File: config.mk
export PLATFORM = sky130hd
export DESIGN_NAME = topological_sort_engine
export DESIGN_NICKNAME = d
export VERILOG_FILES = /design/src/hdl/tse_pkg.sv /design/src/hdl/tse_ram.sv /design/src/hdl/tse_indeg.sv /design/src/hdl/tse_ctrl.sv /design/src/hdl/topological_sort_engine.sv
export SDC_FILE = /design/constraint.sdc
export NUM_CORES = 2
export LEC_CHECK = 0
export BUFFER_PORTS_ARGS = -buffer_cell sky130_fd_sc_hd__buf_4
export CORE_MARGIN = 3
export CORE_UTILIZATION = 55
export CTS_CLUSTER_DIAMETER = 30
export DETAILED_ROUTE_END_ITERATION = 10
export PLACE_DENSITY = 0.7
export SYNTH_ARGS = -nofsm -noshare
export SYNTH_HDL_FRONTEND = slang
export SYNTH_HIERARCHICAL = 1
export SYNTH_SLANG_ARGS = --single-unit
File: constraint.sdc
create_clock -name clk -period 5.8 [get_ports clk]
set_input_delay 1.16 -clock clk [delete_from_list [all_inputs] [get_ports clk]]
set_output_delay 1.16 -clock clk [all_outputs]
set_load 0.01 [all_outputs]
File: src/hdl/tse_pkg.sv
// Shared sizes, field layout and memory request structs for the topological sort engine.
// Used by tse_indeg, tse_ctrl, topological_sort_engine and tb; depends on nothing else.
package tse_pkg;

  localparam int MAX_NODES = 32;
  localparam int MAX_EDGES = 256;

  localparam int NODE_W  = 5;
  localparam int CNT_W   = 6;
  localparam int EDGE_AW = $clog2(MAX_EDGES);
  localparam int ETOT_W  = $clog2(MAX_EDGES + 1);
  localparam int DEG_W   = ETOT_W;
  localparam int EDGE_W  = 2 * NODE_W;
  localparam int QPTR_W  = $clog2(MAX_NODES + 1);
  localparam int QADDR_W = $clog2(MAX_NODES);

  localparam int IN_DATA_W  = 16;
  localparam int OUT_DATA_W = 8;

  typedef struct packed {
    logic              we;
    logic [EDGE_AW-1:0] waddr;
    logic [EDGE_W-1:0]  wdata;
    logic [EDGE_AW-1:0] raddr;
  } edge_req_t;

  typedef struct packed {
    logic              clear;
    logic              we;
    logic [NODE_W-1:0] waddr;
    logic [DEG_W-1:0]  wdata;
    logic [NODE_W-1:0] raddr;
  } indeg_req_t;

  typedef struct packed {
    logic               we;
    logic [QADDR_W-1:0] waddr;
    logic [NODE_W-1:0]  wdata;
    logic [QADDR_W-1:0] raddr;
  } queue_req_t;

endpackage

File: src/hdl/tse_ram.sv
// Generic simple dual-port RAM: one write port, one read port with registered read data.
// Standalone; instantiated for the edge store, the ready queue and the in-degree store.
module tse_ram #(
  parameter int WIDTH = 8,
  parameter int DEPTH = 32
) (
  input  logic                     clk,
  input  logic                     we,
  input  logic [$clog2(DEPTH)-1:0] waddr,
  input  logic [WIDTH-1:0]         wdata,
  input  logic [$clog2(DEPTH)-1:0] raddr,
  output logic [WIDTH-1:0]         rdata
);

  logic [WIDTH-1:0] mem [DEPTH];

  always_ff @(posedge clk) begin
    if (we) begin
      mem[waddr] <= wdata;
    end
    rdata <= mem[raddr];
  end

endmodule

File: src/hdl/tse_indeg.sv
// In-degree store: a RAM plus one valid bit per node, so a single clear empties the whole store.
// Depends on tse_pkg and tse_ram.
module tse_indeg (
  input  logic                      clk,
  input  logic                      rst,
  input  tse_pkg::indeg_req_t       req,
  output logic [tse_pkg::DEG_W-1:0] rdata
);

  logic [tse_pkg::MAX_NODES-1:0] valid;
  logic                          rd_valid;
  logic [tse_pkg::DEG_W-1:0]     ram_q;

  tse_ram #(
    .WIDTH (tse_pkg::DEG_W),
    .DEPTH (tse_pkg::MAX_NODES)
  ) u_ram (
    .clk   (clk),
    .we    (req.we),
    .waddr (req.waddr),
    .wdata (req.wdata),
    .raddr (req.raddr),
    .rdata (ram_q)
  );

  always_ff @(posedge clk) begin
    if (rst) begin
      valid    <= '0;
      rd_valid <= 1'b0;
    end else begin
      rd_valid <= valid[req.raddr];
      if (req.clear) begin
        valid <= '0;
      end else if (req.we) begin
        valid[req.waddr] <= 1'b1;
      end
    end
  end

  assign rdata = rd_valid ? ram_q : '0;

endmodule

File: src/hdl/tse_ctrl.sv
// Sequencer for edge loading and Kahn ordering: drives the edge, queue and in-degree memories
// and holds the output word register. Depends on tse_pkg.
module tse_ctrl (
  input  logic                           clk,
  input  logic                           rst,
  input  logic                           s_axis_tvalid,
  output logic                           s_axis_tready,
  input  logic [tse_pkg::IN_DATA_W-1:0]  s_axis_tdata,
  input  logic                           s_axis_tuser,
  input  logic                           s_axis_tlast,
  output logic                           m_axis_tvalid,
  input  logic                           m_axis_tready,
  output logic [tse_pkg::OUT_DATA_W-1:0] m_axis_tdata,
  output logic                           m_axis_tuser,
  output logic                           m_axis_tlast,
  output tse_pkg::edge_req_t             edge_req,
  input  logic [tse_pkg::EDGE_W-1:0]     edge_rdata,
  output tse_pkg::indeg_req_t            indeg_req,
  input  logic [tse_pkg::DEG_W-1:0]      indeg_rdata,
  output tse_pkg::queue_req_t            queue_req,
  input  logic [tse_pkg::NODE_W-1:0]     queue_rdata
);

  typedef enum logic [3:0] {
    IDLE, CNT_RD, CNT_CHK, CNT_WR, SCAN_RD, SCAN_CHK,
    POP_RD, POP_EMIT, WALK_RD, WALK_CHK, WALK_WR, TERM
  } state_t;

  state_t                      state;
  logic [tse_pkg::ETOT_W-1:0]  total;
  logic                        overflow;
  logic [tse_pkg::CNT_W-1:0]   count;
  logic [tse_pkg::ETOT_W-1:0]  eidx;
  logic [tse_pkg::CNT_W-1:0]   nidx;
  logic [tse_pkg::QPTR_W-1:0]  head;
  logic [tse_pkg::QPTR_W-1:0]  tail;
  logic [tse_pkg::NODE_W-1:0]  cur_node;

  logic                        out_valid;
  logic [tse_pkg::NODE_W-1:0]  out_node;
  logic                        out_idx_valid;
  logic                        out_cyc;
  logic                        out_ovf;
  logic                        out_last;

  logic                        in_acc;
  logic                        out_free;
  logic                        out_load;
  logic [tse_pkg::CNT_W-1:0]   cnt_in;
  logic [tse_pkg::NODE_W-1:0]  edge_s;
  logic [tse_pkg::NODE_W-1:0]  edge_d;
  logic                        edge_in_range;
  logic                        edge_end;
  logic                        queue_room;
  logic                        queue_has;

  assign s_axis_tready = (state == IDLE);
  assign in_acc        = s_axis_tvalid && s_axis_tready;
  assign out_free      = !out_valid || m_axis_tready;
  assign out_load      = ((state == POP_EMIT) || (state == TERM)) && out_free;
  assign cnt_in        = s_axis_tdata[5:0];

  assign edge_s        = edge_rdata[tse_pkg::EDGE_W-1:tse_pkg::NODE_W];
  assign edge_d        = edge_rdata[tse_pkg::NODE_W-1:0];
  assign edge_in_range = ({1'b0, edge_s} < count) && ({1'b0, edge_d} < count);
  assign edge_end      = (eidx == total);
  assign queue_room    = (tail < tse_pkg::QPTR_W'(tse_pkg::MAX_NODES));
  assign queue_has     = (head < tail) && (head < tse_pkg::QPTR_W'(tse_pkg::MAX_NODES));

  assign m_axis_tvalid = out_valid;
  assign m_axis_tdata  = {1'b0, out_ovf, out_cyc, out_node};
  assign m_axis_tuser  = out_idx_valid;
  assign m_axis_tlast  = out_last;

  always_comb begin
    edge_req.we    = in_acc && s_axis_tuser && (total < tse_pkg::ETOT_W'(tse_pkg::MAX_EDGES));
    edge_req.waddr = total[tse_pkg::EDGE_AW-1:0];
    edge_req.wdata = {s_axis_tdata[10:6], s_axis_tdata[15:11]};
    edge_req.raddr = eidx[tse_pkg::EDGE_AW-1:0];

    indeg_req.clear = (state == TERM) && out_free;
    indeg_req.we    = (state == CNT_WR) || ((state == WALK_WR) && (indeg_rdata != '0));
    indeg_req.waddr = edge_d;
    indeg_req.wdata = (state == CNT_WR) ? indeg_rdata + tse_pkg::DEG_W'(1)
                                        : indeg_rdata - tse_pkg::DEG_W'(1);
    indeg_req.raddr = ((state == SCAN_RD) || (state == SCAN_CHK)) ?
                      nidx[tse_pkg::NODE_W-1:0] : edge_d;

    queue_req.we    = queue_room &&
                      (((state == SCAN_CHK) && (indeg_rdata == '0)) ||
                       ((state == WALK_WR) && (indeg_rdata == tse_pkg::DEG_W'(1))));
    queue_req.waddr = tail[tse_pkg::QADDR_W-1:0];
    queue_req.wdata = (state == SCAN_CHK) ? nidx[tse_pkg::NODE_W-1:0] : edge_d;
    queue_req.raddr = head[tse_pkg::QADDR_W-1:0];
  end

  always_ff @(posedge clk) begin
    if (rst) begin
      state     <= IDLE;
      total     <= '0;
      overflow  <= 1'b0;
      count     <= '0;
      eidx      <= '0;
      nidx      <= '0;
      head      <= '0;
      tail      <= '0;
      out_valid <= 1'b0;
    end else begin
      if (out_valid && m_axis_tready && !out_load) begin
        out_valid <= 1'b0;
      end
      if (queue_req.we) begin
        tail <= tail + tse_pkg::QPTR_W'(1);
      end
      unique case (state)
        IDLE: begin
          if (in_acc) begin
            if (s_axis_tuser) begin
              if (edge_req.we) begin
                total <= total + tse_pkg::ETOT_W'(1);
              end else begin
                overflow <= 1'b1;
              end
            end
            if (s_axis_tlast) begin
              count <= (cnt_in > tse_pkg::CNT_W'(tse_pkg::MAX_NODES)) ?
                       tse_pkg::CNT_W'(tse_pkg::MAX_NODES) : cnt_in;
              eidx  <= '0;
              state <= CNT_RD;
            end
          end
        end
        CNT_RD: begin
          if (edge_end) begin
            nidx  <= '0;
            state <= SCAN_RD;
          end else begin
            state <= CNT_CHK;
          end
        end
        CNT_CHK: begin
          if (edge_in_range) begin
            state <= CNT_WR;
          end else begin
            eidx  <= eidx + tse_pkg::ETOT_W'(1);
            state <= CNT_RD;
          end
        end
        CNT_WR: begin
          eidx  <= eidx + tse_pkg::ETOT_W'(1);
          state <= CNT_RD;
        end
        SCAN_RD: begin
          state <= (nidx == count) ? POP_RD : SCAN_CHK;
        end
        SCAN_CHK: begin
          nidx  <= nidx + tse_pkg::CNT_W'(1);
          state <= SCAN_RD;
        end
        POP_RD: begin
          state <= queue_has ? POP_EMIT : TERM;
        end
        POP_EMIT: begin
          if (out_free) begin
            out_valid     <= 1'b1;
            out_node      <= queue_rdata;
            out_idx_valid <= 1'b1;
            out_cyc       <= 1'b0;
            out_ovf       <= overflow;
            out_last      <= 1'b0;
            cur_node      <= queue_rdata;
            head          <= head + tse_pkg::QPTR_W'(1);
            eidx          <= '0;
            state         <= WALK_RD;
          end
        end
        WALK_RD: begin
          state <= edge_end ? POP_RD : WALK_CHK;
        end
        WALK_CHK: begin
          if (edge_in_range && (edge_s == cur_node)) begin
            state <= WALK_WR;
          end else begin
            eidx  <= eidx + tse_pkg::ETOT_W'(1);
            state <= WALK_RD;
          end
        end
        WALK_WR: begin
          eidx  <= eidx + tse_pkg::ETOT_W'(1);
          state <= WALK_RD;
        end
        TERM: begin
          if (out_free) begin
            out_valid     <= 1'b1;
            out_node      <= '0;
            out_idx_valid <= 1'b0;
            out_cyc       <= (tse_pkg::CNT_W'(head) != count);
            out_ovf       <= overflow;
            out_last      <= 1'b1;
            total         <= '0;
            overflow      <= 1'b0;
            head          <= '0;
            tail          <= '0;
            state         <= IDLE;
          end
        end
        default: state <= IDLE;
      endcase
    end
  end

endmodule

File: src/hdl/topological_sort_engine.sv
// Top level of the topological sort engine: edge store, ready queue, in-degree store, sequencer.
// Depends on tse_pkg, tse_ram, tse_indeg and tse_ctrl.
//
// Usage: each input word on s_axis carries at most one edge (tuser = has_edge) from
// edge_src to edge_dst; a word with tlast set ends the graph, takes node_count from
// it and starts the sort. Words without tlast produce nothing and are accepted back to back.
// The sort emits one m_axis word per ordered node (tuser high), then one terminator
// word with tlast high that reports cycle_detected and edge_overflow.
// While sorting, s_axis_tready stays low. For each sort the sequencer first counts the
// in-degrees over the stored edges and then scans the nodes for sources; each emitted
// node then takes a pop, an emit and a successor walk over the edge store, and the
// terminator word follows once the ready queue is empty. The edge store has a single
// read port and is walked in full for every popped node. Results sit in one output
// register; a stalled receiver holds the sequencer at its next emit until the word is
// taken, and a new word can be loaded in the cycle the old one leaves. Reset empties
// the graph and all in-degrees at once; edges beyond the edge store capacity are
// dropped and flagged in every result of that sort.
module topological_sort_engine (
  input  logic                           clk,
  input  logic                           rst,
  input  logic                           s_axis_tvalid,
  output logic                           s_axis_tready,
  input  logic [tse_pkg::IN_DATA_W-1:0]  s_axis_tdata,  // node_count[5:0], edge_src[10:6], edge_dst[15:11]
  input  logic                           s_axis_tuser,  // has_edge
  input  logic                           s_axis_tlast,  // last_item
  output logic                           m_axis_tvalid,
  input  logic                           m_axis_tready,
  output logic [tse_pkg::OUT_DATA_W-1:0] m_axis_tdata,  // node_index[4:0], cycle_detected[5], edge_overflow[6], zero[7]
  output logic                           m_axis_tuser,  // index_valid
  output logic                           m_axis_tlast   // last_result
);

  tse_pkg::edge_req_t           edge_req;
  tse_pkg::indeg_req_t          indeg_req;
  tse_pkg::queue_req_t          queue_req;
  logic [tse_pkg::EDGE_W-1:0]   edge_rdata;
  logic [tse_pkg::DEG_W-1:0]    indeg_rdata;
  logic [tse_pkg::NODE_W-1:0]   queue_rdata;

  tse_ram #(
    .WIDTH (tse_pkg::EDGE_W),
    .DEPTH (tse_pkg::MAX_EDGES)
  ) u_edge_ram (
    .clk   (clk),
    .we    (edge_req.we),
    .waddr (edge_req.waddr),
    .wdata (edge_req.wdata),
    .raddr (edge_req.raddr),
    .rdata (edge_rdata)
  );

  tse_ram #(
    .WIDTH (tse_pkg::NODE_W),
    .DEPTH (tse_pkg::MAX_NODES)
  ) u_queue_ram (
    .clk   (clk),
    .we    (queue_req.we),
    .waddr (queue_req.waddr),
    .wdata (queue_req.wdata),
    .raddr (queue_req.raddr),
    .rdata (queue_rdata)
  );

  tse_indeg u_indeg (
    .clk   (clk),
    .rst   (rst),
    .req   (indeg_req),
    .rdata (indeg_rdata)
  );

  tse_ctrl u_ctrl (
    .clk           (clk),
    .rst           (rst),
    .s_axis_tvalid (s_axis_tvalid),
    .s_axis_tready (s_axis_tready),
    .s_axis_tdata  (s_axis_tdata),
    .s_axis_tuser  (s_axis_tuser),
    .s_axis_tlast  (s_axis_tlast),
    .m_axis_tvalid (m_axis_tvalid),
    .m_axis_tready (m_axis_tready),
    .m_axis_tdata  (m_axis_tdata),
    .m_axis_tuser  (m_axis_tuser),
    .m_axis_tlast  (m_axis_tlast),
    .edge_req      (edge_req),
    .edge_rdata    (edge_rdata),
    .indeg_req     (indeg_req),
    .indeg_rdata   (indeg_rdata),
    .queue_req     (queue_req),
    .queue_rdata   (queue_rdata)
  );

  a_edge_wr_on_accept: assert property (@(posedge clk) disable iff (rst)
    edge_req.we |-> (s_axis_tvalid && s_axis_tready && s_axis_tuser))
    else $error("edge store written without an accepted edge word");

  a_queue_wr_in_sort: assert property (@(posedge clk) disable iff (rst)
    queue_req.we |-> !s_axis_tready)
    else $error("ready queue written outside the sort");

  a_indeg_wr_in_sort: assert property (@(posedge clk) disable iff (rst)
    (indeg_req.we || indeg_req.clear) |-> (!s_axis_tready && !(indeg_req.we && indeg_req.clear)))
    else $error("in-degree store update outside the sort or during clear");

  a_term_then_idle: assert property (@(posedge clk) disable iff (rst)
    indeg_req.clear |=> (s_axis_tready && m_axis_tvalid && m_axis_tlast && !m_axis_tuser))
    else $error("terminator word not presented when the sort ends");

endmodule

==> flow_summary.toml <==
[status]
status = "completed"

[grt]
grt_first_pass_wirelength_um = 444600
antenna_found_initial = 9
track_usage = 0.2663
overflow = 0
grt_pass1_vias = 64070
grt_max_degree = 141

[synth]
ys_warn_count = 6
synthesis.area_sq_mm = 0.1225
ys.flop_type = "edfxtp_1"
async_reset_ff_frac = 0
synth_enable_flop_cells = 3022
syn_inst = 6026
synth_nets = 6070
synth-seq-cells = 3127
synthDistinctLibCells = 80
postSynthAreaPerCell_sq_um = 20.33
yosysSeqAreaShare = 0.7578

[drt]
num_vias = 63910
drtPass1Iterations = 6
viasPerCell = 6.556
wl_per_cell_um = 31.24
drc_errors = 0
drt_iter0_markers = 8502
ant_nets = 0
finalWirelength_um = 304500

[setup_path]
worstReg2RegStart = "u_ctrl/state[0]"
path_cells = "or4_4 > nor3_2 > nand2_2 > nor2_1"
worstPathArrival_ns = 5.08
r2r_setup_slack_ns = 1.28
critical_path.startpoint = "u_ctrl/state[0]"
endpoint = "u_edge_ram/mem[47][1]"
end_kind = "register"
r2r_cells = 4
worstSetupPathType = "register to register"
cp-start-kind = "register"
slowest_delay_ns = 1.08
r2r-end = "u_edge_ram/mem[47][1]"
critPathMaxFanout = 18
crit_slowest_cell = "nor2_1"
required_ns = 6.35

[cts]
ctsHoldBuffers = 0
root_buffer = "clkbuf_16"
cts_tree = "built"
ctsResizeCount = 0
insertion_delay_ns = 0.95
cts_buffer_depth = 4
cts_buffers = 548
post_cts_buffers = 0
clock_sinks = 3127
htree_levels = 6
clk_pin_slew_worst_paths_ns = 0.05

[placement]
dpl_cell_area_sq_mm = 0.1255
io_buffers = 32
post-dp-hpwl_um = 173600
pre_cts_ws_ns = 1.321
gp_congestion = 0.8713

[sta]
drv_slew = 0
setup_viol = 0
fin_tns_setup_ns = 0
skew_ns = 0.06244
hold_viol_final = 0
worst_slack_ns = 1.276
worst_slew_pin_slew_ns = 1.356
finalCritPeriodShare = 0.7800
relSlewSlack = 0.09289
rsz0062_at_grt = "false"
fmax_mhz = 221.0
fin_crit_ns = 4.524

[floorplanning]
dieArea_sq_mm = 0.2285
ioPinCount = 34
std_cell_rows = 172
die_x_um = 478.0
coreArea_sq_mm = 0.2206
die_y_um = 478.0
start_util = 0.5554

[layout]
finalInstanceArea_sq_mm = 0.1440
syn2layout_area_growth_pct = 17.53
utilization = 0.6528
layout.nets = 6405
drive_above_1_share = 0.2583

[worst_hold_path]
min_path_type = "register to register"

[power]
p_leak_nw = 44.75
powerDensity_mw_per_mm2 = 442.6
irDropWorstVdd_v = 0.0003551

[run]
cap_violations = 0
==> cells by family after synthesis <==
kind of cell	synth area share
muxes	0.1466
AOI/OAI and AO/OA	0.03636
xor gates and xnor gates	0.003574
other	0.00003061
buffers and inverters	0.02099
adders and majority gates	0.002247
DFF	0.7578
and+or+nand+nor	0.03236
==> layer usage <==
metal	track usage	up-vias	part of all wire	routed length, um
met2	0.4037	4012	0.47	143100
met5	0	-	0.00017	53
met1	0.3740	33320	0.38	116100
met3	0.07177	706	0.11	33730
met4	0.1027	8	0.038	11440
li1	-	25860	-	-
==> report_power, final <==
group / switching, mW / leakage, nW / internal (mW) / total (mW)
Combinational: 3.47 / 7.85 / 2.48 / 5.95
Sequential: 0.182 / 28.0 / 25.7 / 25.9
Clock: 10.9 / 8.91 / 21.0 / 31.9
Total: 14.5 / 44.7 / 49.2 / 63.7
==> per-stage QoR <==
stage	total power, mW	std cells	hold slack [ns]
2_1_floorplan	30.74	6026	0.4000
6_report	63.74	9747	0.4566
5_1_grt	65.62	9743	0.4684
3_3_place_gp	32.06	8768	0.4392
4_1_cts	64.09	9740	0.4467
3_5_place_dp	32.20	8768	0.4447
==> cells in the final DEF, fill, tap and decap left out, types with 37 or more instances in the layout <==
cell type   instances
nand3_1            58
mux2i_1           215
nor3_1             37
a22oi_1           192
mux4_2            637
inv_6              51
bufinv_16          72
clkbuf_1           47
nor2_1            444
dfxtp_1            97
o221ai_1           41
o22ai_1            60
clkinvlp_4         50
edfxtp_1         3022
mux4_1             46
clkinv_2           69
clkbuf_16         564
nand2_1            92
buf_4             141
a21oi_1           168
clkinv_1           66
==> cells in the mapped netlist, drive strengths merged, types with 18 or more instances <==
| library cell | instances | area [sq um] |
|---|---|---|
| mux4 | 683 | 15550 |
| o221ai | 41 | 359.1 |
| nand3 | 58 | 290.3 |
| nor3 | 40 | 210.2 |
| nand2 | 94 | 352.8 |
| dfxtp | 105 | 2102 |
| a22oi | 192 | 1441 |
| xnor2 | 26 | 227.7 |
| o22ai | 60 | 375.4 |
| buf | 224 | 1861 |
| xor2 | 24 | 210.2 |
| mux2i | 215 | 2152 |
| inv | 23 | 86.34 |
| nor2b | 36 | 225.2 |
| o21ai | 30 | 150.1 |
| a21oi | 168 | 840.8 |
| a211oi | 18 | 135.1 |
| and2 | 18 | 112.6 |
| ha | 22 | 275.3 |
| nand4 | 20 | 125.1 |
| edfxtp | 3022 | 90750 |
| mux2 | 23 | 259.0 |
| nor4 | 33 | 206.5 |
| nor2 | 446 | 1674 |
| nand2b | 25 | 156.4 |
| clkbuf | 163 | 624.4 |
==> worst min path at each step <==
stage | startpoint | endpoint | slack [ns] | cells past startpoint
2_1_floorplan | u_queue_ram/rdata[0] | u_ctrl/cur_node[0] | 0.40 | 0
3_3_place_gp | u_indeg/valid[27] | u_indeg/valid[27] | 0.44 | 2
3_5_place_dp | u_ctrl/overflow | u_ctrl/out_ovf | 0.44 | 0
4_1_cts | s_axis_tdata[5] | u_ctrl/count[5] | 0.45 | 3
5_1_grt | u_queue_ram/rdata[3] | u_ctrl/cur_node[3] | 0.47 | 0
6_report | u_queue_ram/rdata[3] | u_ctrl/cur_node[3] | 0.46 | 0
==> final cells by class <==
| cell class | instances | area (sq um) |
|---|---|---|
| repair buffers | 172 | 1614 |
| clock buffers | 613 | 14320 |
| flip-flops and latches | 3127 | 92870 |
| well taps | 2958 | 3701 |
| diodes | 6 | 15.01 |
| inverters | 23 | 86.33 |
| fillers | 13850 | 76590 |
| multi-input cells | 2489 | 27270 |
| clock inverters | 359 | 4129 |
==> flip-flops by register name, summed over array words and instances, names as in the netlist, 6 cells and up <==
signal               flops
u_ctrl/count             6
u_indeg/valid           32
u_ctrl/head              6
u_ctrl/total             9
u_ctrl/nidx              6
u_ctrl/tail              6
u_indeg/u_ram/mem      288
u_ctrl/eidx              9
u_edge_ram/mem        2560
u_indeg/u_ram/rdata      9
u_queue_ram/mem        160
u_edge_ram/rdata        10
==> worst max-delay path: cells and delay by family, from the launching register on <==
kind,cells,cell delay [ns]
AND/OR/NAND/NOR,4,3.59
flip-flops,1,0.49
No activity file was read; power rests on OpenSTA's default activity.
